$ cat src/sv/rrc_pkg.sv
// ----------------------------------------------------------------------------
// rrc_pkg: shared definitions for the regex backtracking-risk checker
// Widths, character codes, verdict and register codes, scan modes and the
// beat structs passed between the pipeline stages.
// ----------------------------------------------------------------------------
package rrc_pkg;

  localparam int MaxPatternLen = 256;
  localparam int LenW          = $clog2(MaxPatternLen + 2);
  localparam int QCountMax     = 256;
  localparam int QCountW       = $clog2(QCountMax + 1);
  localparam int DepthW        = 10;
  localparam int RunW          = 4;
  localparam int ByteW         = 8;
  localparam int VerdictW      = 3;
  localparam int QLimitW       = 8;
  localparam int CfgIndexW     = 1;
  localparam int CfgDataW      = 8;

  localparam logic [LenW-1:0]    LenLimit   = LenW'(MaxPatternLen);
  localparam logic [QCountW-1:0] QCountSat  = QCountW'(QCountMax);
  localparam logic [RunW-1:0]    RunSat     = '1;
  localparam logic signed [DepthW-1:0] DepthMax = {1'b0, {(DepthW-1){1'b1}}};
  localparam logic signed [DepthW-1:0] DepthMin = {1'b1, {(DepthW-1){1'b0}}};

  // Verdict codes
  localparam logic [VerdictW-1:0] VerdictOk     = 3'd0;
  localparam logic [VerdictW-1:0] VerdictLong   = 3'd1;
  localparam logic [VerdictW-1:0] VerdictNested = 3'd2;
  localparam logic [VerdictW-1:0] VerdictAlt    = 3'd3;
  localparam logic [VerdictW-1:0] VerdictWild   = 3'd4;
  localparam logic [VerdictW-1:0] VerdictCount  = 3'd5;

  // Register indexes
  localparam logic [CfgIndexW-1:0] CfgQuantLimit = 1'b0;
  localparam logic [CfgIndexW-1:0] CfgRunLimit   = 1'b1;

  localparam logic [QLimitW-1:0] QuantLimitReset = 8'd20;
  localparam logic [RunW-1:0]    RunLimitReset   = 4'd3;

  // Characters
  localparam logic [ByteW-1:0] ChTerm   = 8'h00;
  localparam logic [ByteW-1:0] ChDot    = 8'h2E;
  localparam logic [ByteW-1:0] ChBar    = 8'h7C;
  localparam logic [ByteW-1:0] ChLBrack = 8'h5B;
  localparam logic [ByteW-1:0] ChRBrack = 8'h5D;
  localparam logic [ByteW-1:0] ChCaret  = 8'h5E;
  localparam logic [ByteW-1:0] ChLParen = 8'h28;
  localparam logic [ByteW-1:0] ChRParen = 8'h29;
  localparam logic [ByteW-1:0] ChPlus   = 8'h2B;
  localparam logic [ByteW-1:0] ChStar   = 8'h2A;
  localparam logic [ByteW-1:0] ChLBrace = 8'h7B;
  localparam logic [ByteW-1:0] ChQuest  = 8'h3F;
  localparam logic [ByteW-1:0] ChBslash = 8'h5C;

  typedef enum logic [2:0] {
    ModeNormal,
    ModeEsc,
    ModeClsStart,
    ModeClsCaret,
    ModeClsBody,
    ModeClsEsc
  } scan_mode_t;

  typedef struct packed {
    logic             valid;
    logic [ByteW-1:0] data;
  } in_beat_t;

  typedef struct packed {
    logic                valid;
    logic [VerdictW-1:0] verdict;
  } verdict_beat_t;

endpackage

$ cat src/sv/rrc_in_stage.sv
// ----------------------------------------------------------------------------
// rrc_in_stage: pattern input register
// Holds one pattern byte; loads a beat when empty or as the held one advances.
// ----------------------------------------------------------------------------
module rrc_in_stage (
  input  logic                     clk,
  input  logic                     rst,
  input  logic                     pattern_valid,
  output logic                     pattern_ready,
  input  logic [rrc_pkg::ByteW-1:0] pattern_byte,
  input  logic                     advance,
  output rrc_pkg::in_beat_t        beat
);

  logic                      valid;
  logic [rrc_pkg::ByteW-1:0] data;

  assign pattern_ready = !valid || advance;
  assign beat.valid    = valid;
  assign beat.data     = data;

  always_ff @(posedge clk) begin
    if (rst) begin
      valid <= 1'b0;
    end else if (pattern_ready) begin
      valid <= pattern_valid;
    end
  end

  always_ff @(posedge clk) begin
    if (pattern_valid && pattern_ready) begin
      data <= pattern_byte;
    end
  end

endmodule

$ cat src/sv/rrc_scan.sv
// ----------------------------------------------------------------------------
// rrc_scan: pattern scan state and verdict logic
// Updates the scan state for each advancing byte; on the terminator forms
// the verdict and clears the scan state. Holds the two limit registers.
// ----------------------------------------------------------------------------
module rrc_scan (
  input  logic                         clk,
  input  logic                         rst,
  input  logic                         cfg_we,
  input  logic [rrc_pkg::CfgIndexW-1:0] cfg_index,
  input  logic [rrc_pkg::CfgDataW-1:0]  cfg_data,
  input  rrc_pkg::in_beat_t            beat,
  input  logic                         advance,
  output rrc_pkg::verdict_beat_t       res
);

  logic [rrc_pkg::QLimitW-1:0] quant_limit;
  logic [rrc_pkg::RunW-1:0]    run_limit;

  rrc_pkg::scan_mode_t              mode, mode_next;
  logic signed [rrc_pkg::DepthW-1:0] depth, depth_next;
  logic                             grp_quant, grp_quant_next;
  logic                             grp_alt, grp_alt_next;
  logic                             close_pend, close_pend_next;
  logic [1:0]                       closed_flags, closed_flags_next;
  logic [rrc_pkg::RunW-1:0]         run, run_next;
  logic [rrc_pkg::QCountW-1:0]      qcount, qcount_next;
  logic [rrc_pkg::LenW-1:0]         len, len_next;
  logic [rrc_pkg::ByteW-1:0]        prev, prev_next;
  logic [rrc_pkg::VerdictW-1:0]     latched, latched_next;

  logic [rrc_pkg::ByteW-1:0] b;
  logic                      term;
  logic                      is_quant;
  logic [rrc_pkg::RunW-1:0]  run_inc;

  assign b        = beat.data;
  assign term     = (b == rrc_pkg::ChTerm);
  assign is_quant = (b == rrc_pkg::ChPlus) || (b == rrc_pkg::ChStar) ||
                    (b == rrc_pkg::ChLBrace);
  assign run_inc  = (run != rrc_pkg::RunSat) ? run + 1'b1 : run;

  always_ff @(posedge clk) begin
    if (rst) begin
      quant_limit <= rrc_pkg::QuantLimitReset;
      run_limit   <= rrc_pkg::RunLimitReset;
    end else if (cfg_we) begin
      unique case (cfg_index)
        rrc_pkg::CfgQuantLimit: quant_limit <= cfg_data[rrc_pkg::QLimitW-1:0];
        rrc_pkg::CfgRunLimit:   run_limit   <= cfg_data[rrc_pkg::RunW-1:0];
        default: ;
      endcase
    end
  end

  // Verdict: too long first, then the first latched reject, then the count
  always_comb begin
    res.valid = advance && term;
    if (len > rrc_pkg::LenLimit) begin
      res.verdict = rrc_pkg::VerdictLong;
    end else if (latched != rrc_pkg::VerdictOk) begin
      res.verdict = latched;
    end else if (qcount > {1'b0, quant_limit}) begin
      res.verdict = rrc_pkg::VerdictCount;
    end else begin
      res.verdict = rrc_pkg::VerdictOk;
    end
  end

  always_comb begin
    mode_next         = mode;
    depth_next        = depth;
    grp_quant_next    = grp_quant;
    grp_alt_next      = grp_alt;
    close_pend_next   = close_pend;
    closed_flags_next = closed_flags;
    run_next          = run;
    qcount_next       = qcount;
    len_next          = len;
    prev_next         = prev;
    latched_next      = latched;

    if (term) begin
      mode_next         = rrc_pkg::ModeNormal;
      depth_next        = '0;
      grp_quant_next    = 1'b0;
      grp_alt_next      = 1'b0;
      close_pend_next   = 1'b0;
      closed_flags_next = '0;
      run_next          = '0;
      qcount_next       = '0;
      len_next          = '0;
      prev_next         = '0;
      latched_next      = rrc_pkg::VerdictOk;
    end else begin
      if (len <= rrc_pkg::LenLimit) begin
        len_next = len + 1'b1;
      end

      // Quantifier right after ')' checks the closed group's flags
      if (close_pend) begin
        if ((is_quant || b == rrc_pkg::ChQuest) && latched == rrc_pkg::VerdictOk) begin
          if (closed_flags[0]) begin
            latched_next = rrc_pkg::VerdictNested;
          end else if (closed_flags[1]) begin
            latched_next = rrc_pkg::VerdictAlt;
          end
        end
        close_pend_next   = 1'b0;
        closed_flags_next = '0;
      end

      unique case (mode)
        rrc_pkg::ModeEsc: begin
          mode_next = rrc_pkg::ModeNormal;
        end
        rrc_pkg::ModeClsEsc: begin
          mode_next = rrc_pkg::ModeClsBody;
        end
        rrc_pkg::ModeClsStart, rrc_pkg::ModeClsCaret, rrc_pkg::ModeClsBody: begin
          if (mode == rrc_pkg::ModeClsStart && b == rrc_pkg::ChCaret) begin
            mode_next = rrc_pkg::ModeClsCaret;
          end else if (mode != rrc_pkg::ModeClsBody && b == rrc_pkg::ChRBrack) begin
            // leading ']' is a literal
            mode_next = rrc_pkg::ModeClsBody;
          end else if (b == rrc_pkg::ChRBrack) begin
            mode_next = rrc_pkg::ModeNormal;
          end else if (b == rrc_pkg::ChBslash) begin
            mode_next = rrc_pkg::ModeClsEsc;
          end else begin
            mode_next = rrc_pkg::ModeClsBody;
          end
        end
        rrc_pkg::ModeNormal: begin
          if (b == rrc_pkg::ChBslash) begin
            mode_next = rrc_pkg::ModeEsc;
            run_next  = '0;
          end else if (b == rrc_pkg::ChLBrack) begin
            mode_next = rrc_pkg::ModeClsStart;
            run_next  = '0;
          end else if (b == rrc_pkg::ChLParen) begin
            if (depth != rrc_pkg::DepthMax) depth_next = depth + 1'b1;
            grp_quant_next = 1'b0;
            grp_alt_next   = 1'b0;
            run_next       = '0;
          end else if (b == rrc_pkg::ChRParen) begin
            if (depth != rrc_pkg::DepthMin) depth_next = depth - 1'b1;
            close_pend_next   = 1'b1;
            closed_flags_next = {grp_alt, grp_quant};
            grp_quant_next    = 1'b0;
            grp_alt_next      = 1'b0;
            run_next          = '0;
          end else if (b == rrc_pkg::ChBar) begin
            if (depth > 0) grp_alt_next = 1'b1;
            run_next = '0;
          end else if (is_quant) begin
            if (qcount != rrc_pkg::QCountSat) qcount_next = qcount + 1'b1;
            if (depth > 0) grp_quant_next = 1'b1;
            if (prev == rrc_pkg::ChDot) begin
              run_next = run_inc;
              if (run_inc >= run_limit && latched_next == rrc_pkg::VerdictOk) begin
                latched_next = rrc_pkg::VerdictWild;
              end
            end else begin
              run_next = '0;
            end
          end else if (b != rrc_pkg::ChDot) begin
            run_next = '0;
          end
        end
        default: begin
          mode_next = rrc_pkg::ModeNormal;
        end
      endcase

      prev_next = b;
    end
  end

  always_ff @(posedge clk) begin
    if (rst) begin
      mode         <= rrc_pkg::ModeNormal;
      depth        <= '0;
      grp_quant    <= 1'b0;
      grp_alt      <= 1'b0;
      close_pend   <= 1'b0;
      closed_flags <= '0;
      run          <= '0;
      qcount       <= '0;
      len          <= '0;
      prev         <= '0;
      latched      <= rrc_pkg::VerdictOk;
    end else if (advance) begin
      mode         <= mode_next;
      depth        <= depth_next;
      grp_quant    <= grp_quant_next;
      grp_alt      <= grp_alt_next;
      close_pend   <= close_pend_next;
      closed_flags <= closed_flags_next;
      run          <= run_next;
      qcount       <= qcount_next;
      len          <= len_next;
      prev         <= prev_next;
      latched      <= latched_next;
    end
  end

endmodule

$ cat src/sv/rrc_out_stage.sv
// ----------------------------------------------------------------------------
// rrc_out_stage: verdict output register
// Holds one verdict beat until the receiver takes it.
// ----------------------------------------------------------------------------
module rrc_out_stage (
  input  logic                           clk,
  input  logic                           rst,
  input  rrc_pkg::verdict_beat_t         res,
  output logic                           free,
  output logic                           verdict_valid,
  input  logic                           verdict_ready,
  output logic [rrc_pkg::VerdictW-1:0]   verdict
);

  logic                         valid;
  logic [rrc_pkg::VerdictW-1:0] data;

  assign free          = !valid || verdict_ready;
  assign verdict_valid = valid;
  assign verdict       = data;

  always_ff @(posedge clk) begin
    if (rst) begin
      valid <= 1'b0;
    end else if (res.valid) begin
      valid <= 1'b1;
    end else if (verdict_ready) begin
      valid <= 1'b0;
    end
  end

  always_ff @(posedge clk) begin
    if (res.valid) begin
      data <= res.verdict;
    end
  end

endmodule

$ cat src/sv/regex_redos_risk_checker_unit.sv
// ----------------------------------------------------------------------------
// regex_redos_risk_checker_unit: backtracking-risk screen for regex patterns
// Pattern bytes come in on the pattern channel (valid/ready), one per beat; a
// zero byte ends the pattern and yields one verdict beat on the verdict
// channel: 0 accepted, 1 too long, 2 nested quantifier, 3 quantified
// alternation, 4 repeated wildcards, 5 too many quantifiers. Other bytes
// yield nothing.
// The cfg channel writes register 0 (quantifier limit, reset 20) and
// register 1 (quantified-dot run limit, reset 3); write only while idle.
// Throughput: one byte per cycle while no terminator waits for room in the
// verdict register, set by the single scan stage between the input register
// and the verdict register. A verdict is written into the verdict register
// at the edge at which its terminator beat leaves the input register.
// Reset clears the scan state and both stage registers and loads the limit
// registers with their reset values; no pass follows reset, so the first
// byte is taken the cycle after.
// When the receiver stalls, the verdict register holds; a terminator waits
// in the input register and pattern_ready drops until the verdict is taken.
// ----------------------------------------------------------------------------
module regex_redos_risk_checker_unit (
  input  logic                           clk,
  input  logic                           rst,
  input  logic                           pattern_valid,
  output logic                           pattern_ready,
  input  logic [rrc_pkg::ByteW-1:0]      pattern_byte,
  output logic                           verdict_valid,
  input  logic                           verdict_ready,
  output logic [rrc_pkg::VerdictW-1:0]   verdict,
  input  logic                           cfg_valid,
  output logic                           cfg_ready,
  input  logic [rrc_pkg::CfgIndexW-1:0]  cfg_index,
  input  logic [rrc_pkg::CfgDataW-1:0]   cfg_data
);

  rrc_pkg::in_beat_t      beat;
  rrc_pkg::verdict_beat_t res;
  logic                   out_free;
  logic                   beat_term;
  logic                   advance;

  assign cfg_ready = 1'b1;
  assign beat_term = (beat.data == rrc_pkg::ChTerm);
  // a terminator waits for room in the verdict register
  assign advance   = beat.valid && (!beat_term || out_free);

  rrc_in_stage u_in (
    .clk           (clk),
    .rst           (rst),
    .pattern_valid (pattern_valid),
    .pattern_ready (pattern_ready),
    .pattern_byte  (pattern_byte),
    .advance       (advance),
    .beat          (beat)
  );

  rrc_scan u_scan (
    .clk       (clk),
    .rst       (rst),
    .cfg_we    (cfg_valid && cfg_ready),
    .cfg_index (cfg_index),
    .cfg_data  (cfg_data),
    .beat      (beat),
    .advance   (advance),
    .res       (res)
  );

  rrc_out_stage u_out (
    .clk           (clk),
    .rst           (rst),
    .res           (res),
    .free          (out_free),
    .verdict_valid (verdict_valid),
    .verdict_ready (verdict_ready),
    .verdict       (verdict)
  );

`ifndef SYNTHESIS
  a_verdict_range: assert property (@(posedge clk) disable iff (rst)
    verdict_valid |-> (verdict <= rrc_pkg::VerdictCount))
    else $error("verdict code out of range");

  a_term_gives_verdict: assert property (@(posedge clk) disable iff (rst)
    (advance && beat_term) |=> verdict_valid)
    else $error("terminator advanced without a verdict");

  a_stall_cause: assert property (@(posedge clk) disable iff (rst)
    !pattern_ready |-> (beat.valid && beat_term && verdict_valid && !verdict_ready))
    else $error("input stalled without a waiting verdict");
`endif

endmodule
$ cat config.mk
export PLATFORM = sky130hd
export DESIGN_NAME = regex_redos_risk_checker_unit
export DESIGN_NICKNAME = d
export VERILOG_FILES = /design/src/sv/rrc_pkg.sv /design/src/sv/rrc_in_stage.sv /design/src/sv/rrc_scan.sv /design/src/sv/rrc_out_stage.sv /design/src/sv/regex_redos_risk_checker_unit.sv
export SDC_FILE = /design/constraint.sdc
export NUM_CORES = 1
export LEC_CHECK = 0
export BUFFER_PORTS_ARGS = -buffer_cell sky130_fd_sc_hd__buf_2
export CELL_PAD_IN_SITES_DETAIL_PLACEMENT = 0
export CELL_PAD_IN_SITES_GLOBAL_PLACEMENT = 2
export CORE_MARGIN = 2
export CORE_UTILIZATION = 42
export CTS_BUF_LIST = sky130_fd_sc_hd__clkbuf_8
export CTS_CLUSTER_SIZE = 16
export DETAILED_ROUTE_END_ITERATION = 10
export PLACE_DENSITY = 0.95
export REMOVE_ABC_BUFFERS = 1
export SLEW_MARGIN = 40
export SYNTH_ARGS = -nofsm -noshare
export SYNTH_HDL_FRONTEND = slang
export SYNTH_HIERARCHICAL = 1
export SYNTH_SLANG_ARGS = --single-unit
$ cat constraint.sdc
create_clock -name clk -period 8.8 [get_ports clk]
set_input_delay 1.76 -clock clk [delete_from_list [all_inputs] [get_ports clk]]
set_output_delay 1.76 -clock clk [all_outputs]
set_load 0.05 [all_outputs]
=== After elaboration in Yosys (flattened, before gate mapping) ===
Index checks and enable logic that the tools add are counted.

* Add/sub/neg operators: 5
* Multiplexer cells: 87
* Reduce and logical (&&, ||, !) cells: 42
* Equality and inequality tests: 30
* Magnitude comparators: 5
* Bitwise gates (word level): 1

{| class="wikitable"
|+ Operators with widths
! kind !! count
|-
| $mux 9 || 11
|-
| $mux 10 || 8
|-
| $mux 3 || 23
|-
| $eq 8x6->1 const B || 6
|-
| $eq 8x7->1 const B || 6
|-
| $mux 4 || 11
|-
| $mux 1 || 25
|-
| $ne 10x10->1 const B || 2
|-
| $add 9x1->9 const B || 2
|-
| $mux 2 || 7
|-
| $reduce_and 7->1 || 2
|-
| $reduce_bool 4->1 || 3
|-
| $add 10x1->10 const B || 1
|-
| $gt 10x1->1 const B || 1
|-
| $ne 2x2->1 const B || 5
|-
| $reduce_bool 2->1 || 5
|-
| $sub 10x1->10 const B || 1
|-
| $gt 9x8->1 || 1
|-
| $gt 9x9->1 const B || 1
|-
| $le 9x9->1 const B || 1
|-
| $logic_not 3->1 || 3
|-
| $ne 9x9->1 const B || 1
|-
| $pmux 3 s3 || 1
|-
| $reduce_and 9->1 || 1
|-
| 20 further kinds || 42
|}

* Input bits: 22
* Logic and storage cells: 187
* Output and inout port bits: 6
* Register bits: 76

=== Longest topological paths before layout ===
Gate-level depths: netlist (run 1).

* Word-level depth: 20
* Depth in mapped cells: 11
* Mapped depth without buffers: 10

=== Cells and area by module ===
The synthesis (run 1) kept the hierarchy.

{| class="wikitable"
|+ By module, submodules not included
! module !! cells each !! area each (µm²) !! seq. area each (µm²) !! instances
|-
| rrc_scan || 494 || 3992.6 || 1261.2 || 1
|-
| rrc_in_stage || 14 || 302.8 || 260.2 || 1
|-
| rrc_out_stage || 7 || 136.4 || 110.1 || 1
|-
| regex_redos_risk_checker_unit || 7 || 36.3 || 0.0 || 1
|}

=== Least setup slack after synthesis (run 1) ===
Ideal clock, no wire load.

* Path type: input -> output
* Start point: input port verdict_ready
* End point: output port pattern_ready
* Arrival time: 2.500 ns
* Data required time: 7.040 ns
* Cell stages on the path: 4
* Setup slack: 4.540 ns
* Buffers on the path: 0
* Cell sequence: nand2b_4 > nor4_1 > a31oi_1 > nand2b_4

* Longest elaborated chain between the ends: 4

{| class="wikitable"
|+ Ends and longest elaborated chain
! element !! line !! RTL
|-
| start: declaration || regex_redos_risk_checker_unit.sv:27 || <nowiki>input logic verdict_ready,</nowiki>
|-
| $logic_or 1x1->1 || rrc_out_stage.sv:18 || <nowiki>assign free = !valid || verdict_ready;</nowiki>
|-
| $logic_or 1x1->1 || regex_redos_risk_checker_unit.sv:44 || <nowiki>assign advance = beat.valid && (!beat_term || out_free);</nowiki>
|-
| $logic_and 1x1->1 || regex_redos_risk_checker_unit.sv:44 ||
|-
| named net advance || regex_redos_risk_checker_unit.sv:39 || <nowiki>logic advance;</nowiki>
|-
| $logic_or 1x1->1 || rrc_in_stage.sv:18 || <nowiki>assign pattern_ready = !valid || advance;</nowiki>
|-
| end: declaration || regex_redos_risk_checker_unit.sv:24 || <nowiki>output logic pattern_ready,</nowiki>
|}

The timed path passes the listed nets, and every way through them passes these cells.

=== Worst setup path after layout (run 1) ===
* Start point: input port verdict_ready
* End point: output port pattern_ready

* Longest elaborated chain between the ends: 4

{| class="wikitable"
|+ Ends and longest elaborated chain
! element !! line !! RTL
|-
| $logic_or 1x1->1 || rrc_out_stage.sv:18 ||
|-
| named net out_free || regex_redos_risk_checker_unit.sv:37 || <nowiki>logic out_free;</nowiki>
|-
| $logic_or 1x1->1 || regex_redos_risk_checker_unit.sv:44 ||
|-
| $logic_and 1x1->1 || regex_redos_risk_checker_unit.sv:44 ||
|-
| named net advance || regex_redos_risk_checker_unit.sv:39 ||
|-
| $logic_or 1x1->1 || rrc_in_stage.sv:18 ||
|}

The timed path passes the listed nets, and every way through them passes these cells.

==> reports/metrics.csv, run 1 <==
stage,metric,value,unit
logic_synthesis,Post-synth EDFFs,11,
setup_path,Critical Path Fanout Max,3,
die,Chip Width,107,um
grt,largest net degree at the start of global routing,56,
cts,CTS sink count,76,
power,Max IR drop VDD,0.100,mV
cts,CTS tree,built,
logic_synthesis,Synth area leaders,"dfxtp_1 29%, edfxtp_1 7.4%, ha_1 7.0%",
setup_path,Worst Setup End Kind,output port,
power,Switching Fraction,24.1,%
grt,GRT Overall Usage,18.0,%
hold_path,Hold Path Class,flip-flop to flip-flop,
cts,post_cts resized,0,
timing,Fin. Hold Viols,0,
cts,Post CTS Setup Buffer Count,0,
place,Post-DP Area,0.00463,mm^2
route,Vias,3824,
hold_path,Worst Hold End,u_scan/quant_limit[5]$_SDFFE_PP0P_,
timing,normalized max-slew margin,52.9,%
finish,Area Growth Syn to Fin,8.54,%
timing,# setup viols final,0,
finish,sequential cell area,0.00163,mm^2
setup_path,Reg-to-Reg End,u_scan/depth[7]$_SDFFE_PP0P_,
logic_synthesis,largest family of logic cells by synthesized area,simple AND/OR/NAND/NOR gates,
grt,initial antenna violation count,0,
grt,GRT met3 Usage,4.74,%
logic_synthesis,Synth Area in Simple Gates,26.9,%
route,via-per-instance ratio,5.61,
logic_synthesis,Yosys warnings,6,
route,DRC,0,
setup_path,RR Startpoint,u_in/data[2]$_DFFE_PP_,
logic_synthesis,Main synth FF type,dfxtp_1,
place,HPWL Detailed,7060,um
power,P_leak,1.85,nW
route,Routed Wire Length,9790,um
timing,fin crit period,4.63,ns
cts,CTS Hold Bufs,0,
logic_synthesis,post-synth top area cell,dfxtp_1,
setup_path,slowest CP cell,nor4_1,
route,Antenna Nets Post-Route,0,
power,Clock Power Share,40.5,%
logic_synthesis,Netlist cell types,79,
logic_synthesis,Post-Synth XOR/XNOR Area,2.55,%
die,Die H,107,um
timing,Fmax,216,MHz
cts,clk slew on worst S/H paths,0.08,ns
finish,Fillers,1044,
die,core area,0.0103,mm^2
cts,Worst-Skew Late Latency,0.34,ns
cts,Max clock buf depth,2,
setup_path,worst path cell trace,buf_2 -> nand2b_4 -> nor4_1 -> a31oi_2 -> nand2b_4 -> buf_2,
power,share of power burned in registers,52.0,%
logic_synthesis,Post-Syn Area,0.00447,mm^2
logic_synthesis,post-synthesis compound-gate area fraction,17.0,%
setup_path,crit-path max cell delay,0.34,ns
setup_path,CP required,7.04,ns
logic_synthesis,proportion of synthesized area in mux cells,3.16,%
route,WL/cell,14.4,um
die,io pins,28,
place,I/O Buffers,26,
die,Initial Util,43.3,%
timing,total negative slack,0,ns
cts,H-tree Lvls,3,
grt,first-pass GRT wire length,16900,um
grt,met1 GRT Util,23.3,%
logic_synthesis,ys async rst share,0,%
finish,fraction of layout cells with a size suffix above 1,13.0,%
setup_path,CP arrival,2.87,ns
die,total die area,0.0115,mm^2
grt,vias in the first global route,3659,
finish,area of the multi-input gates,0.00257,mm^2
setup_path,flop-to-flop setup slack,5.26,ns
finish,fin nets,589,
grt,M2 GR Usage,29.9,%
finish,final instance area,0.00485,mm^2
cts,TritonCTS Buffers,9,
power,internal power,0.000541,W
timing,clk_skew,0.00742,ns
hold_path,Worst Hold Depth,2,
logic_synthesis,post-synthesis adder-cell area fraction,7.45,%
job,max-cap violations,0,
logic_synthesis,Cells after Synth,522,
finish,ANT cells,0,
hold_path,hold path startpoint,u_scan/quant_limit[5]$_SDFFE_PP0P_,
route,Pre-Repair DR Iteration Count,4,
power,power per cell area,147,mW/mm^2
grt,most used routing layer,met2,
setup_path,FF-to-FF path depth,9,
grt,gr ovfl total,0,
place,GP Congestion,0.864,
status,outcome,finished clean,
logic_synthesis,register area share after synthesis,36.5,%
timing,RSZ-0062 raised after global routing,false,
logic_synthesis,Synth Area per Inst,8.56,um^2
logic_synthesis,share of the synthesized area in the top cell type,29.1,%
logic_synthesis,#FFs+latches synth,76,
timing,Final Max Slew Viols,0,
timing,Worst Tran Pin Value,0.699,ns
route,Detailed Route Iter0 Violations,185,
timing,final period utilization,52.6,%
power,Psw,0.000172,W
setup_path,Worst Setup Start Kind,input pin,
die,# rows,37,
setup_path,worst setup path category,input pin to output port,
cts,Root Buffer,clkbuf_8,
power,combinational share of power,7.5,%
kinds of logic after synthesis:
logic type               Yosys count
adder cells (fa/ha/maj)           26
flip-flops                        76
multiplexers                      14
AND/OR/NAND/NOR                  231
AO/OA/AOI/OAI                    110
buffers and inverters             51
other                              1
XOR/XNOR                          13
synthesized netlist by cell type, types with 6 or more instances:
cell / instances
xnor2_1: 10
a31oi_1: 7
and3_1: 6
nor4_1: 12
or2_2: 6
dfxtp_1: 65
nand2_1: 53
clkbuf_1: 11
edfxtp_1: 11
or3_1: 6
nor3_1: 20
nor2_1: 57
mux2i_1: 13
o21ai_0: 14
a21o_1: 6
a21oi_1: 37
nand4_1: 13
nand3_1: 22
inv_1: 29
ha_1: 25
worst max-delay path, delay by kind of cell:
kind                   cells  cell delay (ns)
buffers and inverters      2             0.31
AO/OA/AOI/OAI              1             0.15
AND/OR/NAND/NOR            3             0.65
worst max-delay path by stage:
stage	from	to	slack (ns)
after detailed placement	verdict_ready	pattern_ready	4.18
after CTS	verdict_ready	pattern_ready	4.17
final	verdict_ready	pattern_ready	4.17
after global routing	verdict_ready	pattern_ready	4.07
after floorplan	verdict_ready	pattern_ready	3.25
after global placement	verdict_ready	pattern_ready	4.18
flip-flops by register name, summed over array words and instances (netlist names), 2 cells and up:
name / cells
u_in/data: 8
u_out/verdict: 3
u_scan/closed_flags: 2
u_scan/depth: 10
u_scan/latched: 3
u_scan/len: 9
u_scan/mode: 3
u_scan/prev: 8
u_scan/qcount: 9
u_scan/quant_limit: 8
u_scan/run: 4
u_scan/run_limit: 4
layer usage:
| metal | wire length (um) | vias to the layer above |
|---|---|---|
| met5 | 0 | - |
| met4 | 109 | 0 |
| met3 | 390 | 10 |
| met2 | 4650 | 69 |
| met1 | 4650 | 1806 |
| li1 | - | 1939 |
cell usage in the layout, fill, tap and decap left out, types with 4 or more instances in the layout:
| cell type | Yosys | layout |
|---|---|---|
| a211o_1 | 4 | 4 |
| nand4_1 | 13 | 13 |
| nand3_1 | 22 | 22 |
| nor2_1 | 57 | 57 |
| or2_2 | 6 | 6 |
| inv_1 | 29 | 30 |
| xnor2_1 | 10 | 10 |
| ha_1 | 25 | 25 |
| nor4_1 | 12 | 12 |
| o2111ai_1 | 4 | 4 |
| mux2i_1 | 13 | 13 |
| and3_1 | 6 | 6 |
| buf_2 | 0 | 26 |
| a21oi_1 | 37 | 37 |
| nor2b_1 | 4 | 4 |
| edfxtp_1 | 11 | 11 |
| o21a_1 | 4 | 4 |
| dfxtp_1 | 65 | 65 |
| nand2_1 | 53 | 53 |
| or3_1 | 6 | 6 |
| o21ai_0 | 14 | 14 |
| clkbuf_8 | 4 | 9 |
| nand2b_1 | 4 | 4 |
| a21o_1 | 6 | 6 |
| nor3_1 | 20 | 20 |
| a31oi_1 | 7 | 6 |
final cells by class:
cell class                 count  share of cell area [%]
clock inverter                 7                    1.91
timing repair buffer          29                    3.15
multi-input combinational    395                    52.9
tap                          136                    3.51
inverter                      30                    2.32
clock buffer                   9                    2.55
sequential                    76                    33.6
per-stage QoR:
step	hold WS [ns]	util (%)	std cells	power [W]	worst slack (ns)
after floorplan	0.430	-	501	0.000411	3.25
after global placement	0.444	44.8	666	0.000430	4.18
after detailed placement	0.447	44.9	666	0.000432	4.18
after CTS	0.459	47.0	682	0.000722	4.17
after global routing	0.479	47.0	682	0.000747	4.07
final	0.459	47.0	682	0.000713	4.17
power groups by stage:
stage               clock network (W)  logic (W)  registers (W)
floorplan                           0  0.0000359       0.000375
global placement                    0  0.0000524       0.000378
detailed placement                  0  0.0000538       0.000378
CTS                          0.000298  0.0000539       0.000370
global route                 0.000315  0.0000606       0.000372
finish                       0.000289  0.0000538       0.000370
Power figures use the tool's default switching activity.
==> run 2, diff against run 1 <==
--- a/config.mk
+++ b/config.mk
@@ -5,15 +5,16 @@
 export SDC_FILE = /design/constraint.sdc
 export NUM_CORES = 1
 export LEC_CHECK = 0
+export ABC_AREA = 1
 export BUFFER_PORTS_ARGS = -buffer_cell sky130_fd_sc_hd__buf_2
 export CELL_PAD_IN_SITES_DETAIL_PLACEMENT = 0
 export CELL_PAD_IN_SITES_GLOBAL_PLACEMENT = 2
 export CORE_MARGIN = 2
-export CORE_UTILIZATION = 42
+export CORE_UTILIZATION = 36
 export CTS_BUF_LIST = sky130_fd_sc_hd__clkbuf_8
 export CTS_CLUSTER_SIZE = 16
 export DETAILED_ROUTE_END_ITERATION = 10
-export PLACE_DENSITY = 0.95
+export PLACE_DENSITY = 0.89
 export REMOVE_ABC_BUFFERS = 1
 export SLEW_MARGIN = 40
 export SYNTH_ARGS = -nofsm -noshare
==> constraint.sdc (replaced) <==
create_clock -name clk -period 4.7 [get_ports clk]
set_input_delay 0.94 -clock clk [delete_from_list [all_inputs] [get_ports clk]]
set_output_delay 0.94 -clock clk [all_outputs]
set_load 0.05 [all_outputs]
==> run 2 against run 1 <==
Against the previous run:
- highest routed layer unchanged
- critical endpoint unchanged
- total power is 76% higher
- final area up 3.6%
- largest cell class unchanged
- clock power increased by 54%
==> reports/metrics.csv, run 2 <==
stage,metric,value,unit,change
grt,largest net degree at the start of global routing,32,,-43%
timing,# setup viols final,0,,unchanged
grt,met1 GRT Util,21.6,%,-1.7 points
place,GP Congestion,0.811,,-6.2%
grt,most used routing layer,met2,,
logic_synthesis,post-synth top area cell,dfxtp_1,,
finish,largest registers,"u_scan/depth x10, u_scan/len x9, u_scan/qcount x9",,
setup_path,worst path cell trace,buf_2 -> inv_1 -> nand2_2 -> nor2_1 -> nand3_1 -> nor2_1 -> nor2_1 -> buf_4 -> inv_2 -> nand2_2 -> buf_2,,
logic_synthesis,Synth Area per Inst,6.93,um^2,-19%
cts,Max clock buf depth,2,,unchanged
logic_synthesis,Post-synth EDFFs,11,,unchanged
finish,ANT cells,0,,unchanged
route,Vias,4134,,+8.1%
timing,total negative slack,0,ns,unchanged
setup_path,Worst Setup End Kind,output port,,
cts,Post CTS Setup Buffer Count,0,,unchanged
logic_synthesis,Synth area leaders,"dfxtp_1 28%, nand2_1 12%, edfxtp_1 7.2%",,
timing,Final Max Slew Viols,0,,unchanged
grt,initial antenna violation count,0,,unchanged
hold_path,Hold Path Class,flip-flop to flip-flop,,
timing,fin crit period,2.93,ns,
logic_synthesis,#FFs+latches synth,76,,unchanged
logic_synthesis,Yosys warnings,6,,unchanged
power,Max IR drop VDD,0.154,mV,+54%
finish,max FFs per register,10,,unchanged
logic_synthesis,Post-Syn Area,0.00458,mm^2,+2.4%
logic_synthesis,ys async rst share,0,%,unchanged
logic_synthesis,top-count cell post-synth,nand2_1,,
timing,final period utilization,62.4,%,
grt,gr ovfl total,0,,unchanged
die,io pins,28,,unchanged
die,core area,0.0125,mm^2,+21%
route,Antenna Nets Post-Route,0,,unchanged
die,Chip Width,117,um,+9.0%
finish,Finished Layout Cells,860,,+26%
setup_path,Critical Path Fanout Max,21,,+18
power,power per cell area,249,mW/mm^2,+70%
job,max-cap violations,0,,unchanged
finish,"most common cell after layout, fill and taps aside",nand2_1,,
place,I/O Buffers,26,,unchanged
setup_path,worst setup path category,input pin to output port,,
cts,CTS sink count,76,,unchanged
setup_path,CP required,3.76,ns,-3.28 ns
cts,CTS Hold Bufs,0,,unchanged
route,Routed Wire Length,10400,um,+6.5%
place,dpl cells,845,,+27%
timing,Fmax,341,MHz,
cts,Root Buffer,clkbuf_8,,
timing,normalized max-slew margin,48.5,%,-4.4 points
finish,fin util,40.2,%,-6.8 points
logic_synthesis,Main synth FF type,dfxtp_1,,
die,# rows,41,,+11%
setup_path,Worst Setup Start Kind,input pin,,
finish,Fillers,1335,,+28%
setup_path,CP arrival,1.99,ns,-0.88 ns
logic_synthesis,Cells after Synth,660,,+26%
die,total die area,0.0136,mm^2,+19%
cts,CTS tree,built,,
cts,H-tree Lvls,3,,unchanged
finish,most flop-heavy register,u_scan/depth,,
timing,Fin. Hold Viols,0,,unchanged
finish,Area Growth Syn to Fin,9.84,%,
power,P_leak,2.18,nW,+18%
cts,Worst-Skew Late Latency,0.36,ns,+0.02 ns
setup_path,CP dominant cell by count,nor2_1,,
logic_synthesis,Netlist cell types,43,,-46%
status,outcome,finished clean,,
grt,GRT met3 Usage,3.84,%,-0.90 points
logic_synthesis,share of the synthesized area in the top cell type,28.4,%,-0.68 points
cts,clk slew on worst S/H paths,0.07,ns,about the same
route,Pre-Repair DR Iteration Count,5,,+1
die,Initial Util,36.6,%,-6.7 points
cts,post_cts resized,0,,unchanged
logic_synthesis,register area share after synthesis,35.7,%,-0.86 points
timing,RSZ-0062 raised after global routing,false,,
setup_path,crit-path max cell delay,0.21,ns,-0.13 ns
route,DRC,0,,unchanged
route,WL/cell,12.1,um,-16%
finish,most frequent cells in the layout,"146 x nand2_1, 83 x nor2_1, 82 x inv_1, 65 x dfxtp_1, 64 x a21oi_1",,
grt,GRT Overall Usage,16.3,%,-1.8 points
finish,final instance area,0.00503,mm^2,+3.6%
timing,clk_skew,0.00701,ns,-0.000404 ns
place,Post-DP Area,0.00486,mm^2,+4.8%
grt,M2 GR Usage,25.9,%,-4.0 points
cts,TritonCTS Buffers,9,,unchanged
grt,vias in the first global route,3791,,+3.6%
place,HPWL Detailed,8010,um,+13%
route,Detailed Route Iter0 Violations,290,,+57%
die,Die H,117,um,+9.0%
grt,first-pass GRT wire length,17400,um,+2.9%
route,via-per-instance ratio,4.81,,-14%
setup_path,slowest CP cell,buf_2,,
finish,fin nets,732,,+24%
timing,Final Hold Slack,0.453,ns,-0.00666 ns
timing,Worst Tran Pin Value,0.773,ns,+0.0740 ns
finish,fraction of layout cells with a size suffix above 1,11.0,%,-2.0 points
logic_synthesis,"top cells by count, synth","146 x nand2_1, 83 x nor2_1, 80 x inv_1",,
[run 2: changes by cell type in the layout (fill, tap and decap cells not counted), sizes merged, moves of 11 or more]
| cell | previous run | this run |
|---|---|---|
| nand2 | 53 | 154 |
| a21oi | 40 | 68 |
| nor2 | 57 | 94 |
| nor4 | 13 | 0 |
| nand3 | 23 | 49 |
| o21ai | 15 | 31 |
| inv | 30 | 89 |
| mux2i | 13 | 0 |
| nor3 | 20 | 9 |
[run 2: path summary, 6_finish.rpt]
check                         startpoint                           end  slack, ns  depth (start not counted)
max                        verdict_ready                 pattern_ready       1.77                         11
min          u_scan/grp_alt$_SDFFE_PP0P_   u_scan/grp_alt$_SDFFE_PP0P_       0.45                          2
max reg2reg       u_in/data[4]$_DFFE_PP_  u_scan/depth[7]$_SDFFE_PP0P_       1.99                         13
min reg2reg  u_scan/grp_alt$_SDFFE_PP0P_   u_scan/grp_alt$_SDFFE_PP0P_       0.45                          2
[run 2: worst max-delay path, delay by kind of cell]
kind          cells  cell delay [ns]
buf+inv           5             0.63
simple gates      6             0.40
[run 2: kinds of logic after synthesis]
group	after synthesis	synth area share [%]
AOI/OAI and AO/OA	111	13.5
xor gates and xnor gates	12	2.30
other	1	0.0820
and+or+nand+nor	330	32.0
muxes	1	0.246
DFF	76	35.7
buffers and inverters	103	8.94
adders and majority gates	26	7.27
[run 2: per-stage QoR]
stage                     setup slack [ns]  total power (W)
after floorplan                       1.51         0.000782
after global placement                1.76         0.000822
after detailed placement              1.76         0.000823
after CTS                             1.75          0.00128
after global routing                  1.68          0.00132
final                                 1.77          0.00125
[run 2: power by group]
part           internal [W]  total (W)  leakage [nW]  switching [W]
registers          0.000678   0.000693         0.631      0.0000142
clock network      0.000212   0.000445        0.0976       0.000232
logic             0.0000378   0.000115          1.45      0.0000771
[run 2: cell type report]
type / count / area, um^2 / share of cell area (%)
Multi-Input combinational cell: 481 / 2530 / 50.4
Sequential cell: 76 / 1630 / 32.5
Inverter: 88 / 330 / 6.57
Timing Repair Buffer: 28 / 145 / 2.89
Clock buffer: 11 / 151 / 3.01
Clock inverter: 4 / 17.5 / 0.349
Tap cell: 172 / 215 / 4.28
[run 2: routing by layer]
layer,routed length (um),up-vias,part of all wire [%]
met4,151,0,1.4
met1,5350,1849,51
li1,-,2201,-
met5,0,-,0
met2,4570,73,44
met3,360,11,3.5
==> run 3, diff against run 2 <==
--- a/config.mk
+++ b/config.mk
@@ -10,11 +10,11 @@
 export CELL_PAD_IN_SITES_DETAIL_PLACEMENT = 0
 export CELL_PAD_IN_SITES_GLOBAL_PLACEMENT = 2
 export CORE_MARGIN = 2
-export CORE_UTILIZATION = 36
+export CORE_UTILIZATION = 32
 export CTS_BUF_LIST = sky130_fd_sc_hd__clkbuf_8
 export CTS_CLUSTER_SIZE = 16
 export DETAILED_ROUTE_END_ITERATION = 10
-export PLACE_DENSITY = 0.89
+export PLACE_DENSITY = 0.84
 export REMOVE_ABC_BUFFERS = 1
 export SLEW_MARGIN = 40
 export SYNTH_ARGS = -nofsm -noshare
==> constraint.sdc (replaced) <==
create_clock -name clk -period 2.5 [get_ports clk]
set_input_delay 0.5 -clock clk [delete_from_list [all_inputs] [get_ports clk]]
set_output_delay 0.5 -clock clk [all_outputs]
set_load 0.05 [all_outputs]
==> run 3 against run 2 <==
Against the previous run:
- worst setup slack got worse by 1.6 ns
- global-route usage decreased by 0.36 points
- die area increased by 12%
- sequential power increased by 86%
- largest cell class unchanged
- critical endpoint unchanged
- sequential share of layout area decreased by 1.4 points
- total power increased by 100%
- count of clock-buffer cells in the layout unchanged
- clock skew increased by 0.0046 ns
- first-iteration DRC count decreased by 33%
- via count increased by 2.6%
==> reports/metrics.csv, run 3 (synthesis gave the netlist of run 2 again) <==
stage,metric,value,unit,change
finish,largest registers,"u_scan/depth x10, u_scan/len x9, u_scan/qcount x9",,
job,max-cap violations,0,,unchanged
cts,CTS tree,built,,
timing,Fin. Hold Viols,0,,unchanged
status,outcome,finished clean,,
finish,ANT cells,0,,unchanged
cts,Worst-Skew Late Latency,0.37,ns,about the same
timing,total negative slack,0,ns,unchanged
cts,H-tree Lvls,3,,unchanged
place,I/O Buffers,26,,unchanged
setup_path,Worst Setup End Kind,output port,,
setup_path,CP required,2.00,ns,-1.76 ns
timing,RSZ-0062 raised after global routing,true,,
hold_path,Hold Path Class,input pin to flip-flop,,
route,Antenna Nets Post-Route,0,,unchanged
timing,fin crit period,2.36,ns,
timing,clk_skew,0.0116,ns,+0.00456 ns
die,core area,0.0139,mm^2,+11%
setup_path,worst setup path category,flip-flop to output port,,
timing,final period utilization,94.4,%,
power,P_leak,2.28,nW,+4.8%
cts,CTS sink count,76,,unchanged
grt,vias in the first global route,4081,,+7.6%
place,dpl cells,865,,+2.4%
route,Pre-Repair DR Iteration Count,4,,-1
die,Chip Width,124,um,+5.9%
setup_path,Critical Path Fanout Max,20,,-4.8%
setup_path,worst path cell trace,buf_4 -> nor2_1 -> nand2_1 -> nor2_1 -> nor2_1 -> buf_12 -> inv_2 -> nand2_2 -> buf_2,,
route,Routed Wire Length,11300,um,+8.4%
cts,CTS Hold Bufs,0,,unchanged
finish,fin nets,746,,+1.9%
route,Vias,4243,,+2.6%
place,HPWL Detailed,8370,um,+4.6%
finish,fraction of layout cells with a size suffix above 1,14.5,%,+3.5 points
power,Max IR drop VDD,0.281,mV,+82%
grt,largest net degree at the start of global routing,31,,-3.1%
timing,Worst Tran Pin Value,0.760,ns,-0.0133 ns
cts,Max clock buf depth,2,,unchanged
setup_path,CP dominant cell by count,nor2_1,,
finish,Area Growth Syn to Fin,14.9,%,
die,# rows,43,,+4.9%
setup_path,CP arrival,1.86,ns,-0.13 ns
cts,Root Buffer,clkbuf_8,,
finish,most flop-heavy register,u_scan/depth,,
finish,"most common cell after layout, fill and taps aside",nand2_1,,
grt,gr ovfl total,0,,unchanged
die,Die H,124,um,+5.9%
finish,max FFs per register,10,,unchanged
finish,most frequent cells in the layout,"144 x nand2_1, 81 x inv_1, 81 x nor2_1, 64 x dfxtp_1, 63 x a21oi_1",,
cts,TritonCTS Buffers,9,,unchanged
grt,GRT Overall Usage,15.9,%,-0.36 points
route,Detailed Route Iter0 Violations,195,,-33%
setup_path,slowest CP cell,edfxtp_1,,
timing,Final Max Slew Viols,0,,unchanged
timing,normalized max-slew margin,49.3,%,+0.83 points
route,DRC,0,,unchanged
place,GP Congestion,0.848,,+4.6%
power,power per cell area,481,mW/mm^2,+93%
setup_path,Worst Setup Start Kind,flip-flop,,
setup_path,crit-path max cell delay,0.44,ns,+0.23 ns
die,io pins,28,,unchanged
finish,Finished Layout Cells,883,,+2.7%
cts,clk slew on worst S/H paths,0.08,ns,about the same
timing,Fmax,424,MHz,
die,total die area,0.0153,mm^2,+12%
die,Initial Util,32.8,%,-3.7 points
grt,first-pass GRT wire length,19000,um,+9.3%
timing,# setup viols final,0,,unchanged
route,via-per-instance ratio,4.81,,about the same
grt,initial antenna violation count,0,,unchanged
route,WL/cell,12.8,um,+5.5%
[run 3: timing repair]
action / in CTS / in global routing
pin swaps: 0 / 1
gates resized for setup: 1 / 13
buffers inserted: 0 / 2
setup endpoints to repair: 1 / 7
[run 3: critical path, delay by kind of cell, from the launching register on]
family | cells | cell delay, ns
simple gates | 5 | 0.42
flops | 1 | 0.44
buf+inv | 4 | 0.65
[run 3: path summary, 6_finish.rpt]
path	start	endpoint	slack (ns)	cells after the start
setup reg to reg	u_in/data[1]$_DFFE_PP_	u_scan/depth[9]$_SDFFE_PP0P_	0.24	14
hold reg to reg	u_scan/grp_alt$_SDFFE_PP0P_	u_scan/grp_alt$_SDFFE_PP0P_	0.46	2
setup / recovery	u_in/data[1]$_DFFE_PP_	pattern_ready	0.14	9
hold / removal	pattern_byte[6]	u_in/data[6]$_DFFE_PP_	0.31	1
[run 3: area by class of cell]
cell class | count | area (um^2)
fill | 1484 | 8680
multi-input combinational | 481 | 2600
sequential | 76 | 1630
inverter | 88 | 330
timing repair buffer | 42 | 263
tap | 180 | 225
clock buffer | 11 | 151
clock inverter | 5 | 52.6
[run 3: stage by stage]
stage | total power (W) | setup slack (ns) | hold WS [ns] | cell area, um^2 | util, %
after floorplan | 0.00147 | -0.284 | 0.427 | 4500 | -
after global placement | 0.00156 | 0.113 | 0.440 | 4970 | 35.7
after detailed placement | 0.00157 | -0.0129 | 0.445 | 4970 | 35.7
after CTS | 0.00256 | 0.0967 | 0.289 | 5180 | 37.1
after global routing | 0.00266 | -0.0127 | 0.282 | 5260 | 37.7
final | 0.00253 | 0.140 | 0.307 | 5260 | 37.7
[run 3: where the power goes]
part	leakage, nW	switching (W)	internal [W]
registers	0.632	0.0000198	0.00127
clock network	0.104	0.000476	0.000509
logic	1.55	0.000159	0.0000876
[run 3: per-layer routing]
metal | routed length [um] | track usage, % | vias to the layer above | part of all wire [%]
met3 | 475 | 4.62 | 14 | 4.2
met1 | 5780 | 21.4 | 1941 | 51
met5 | 0 | 0 | - | 0
met2 | 4910 | 25.2 | 65 | 43
met4 | 147 | 3.69 | 0 | 1.3
li1 | - | - | 2223 | -
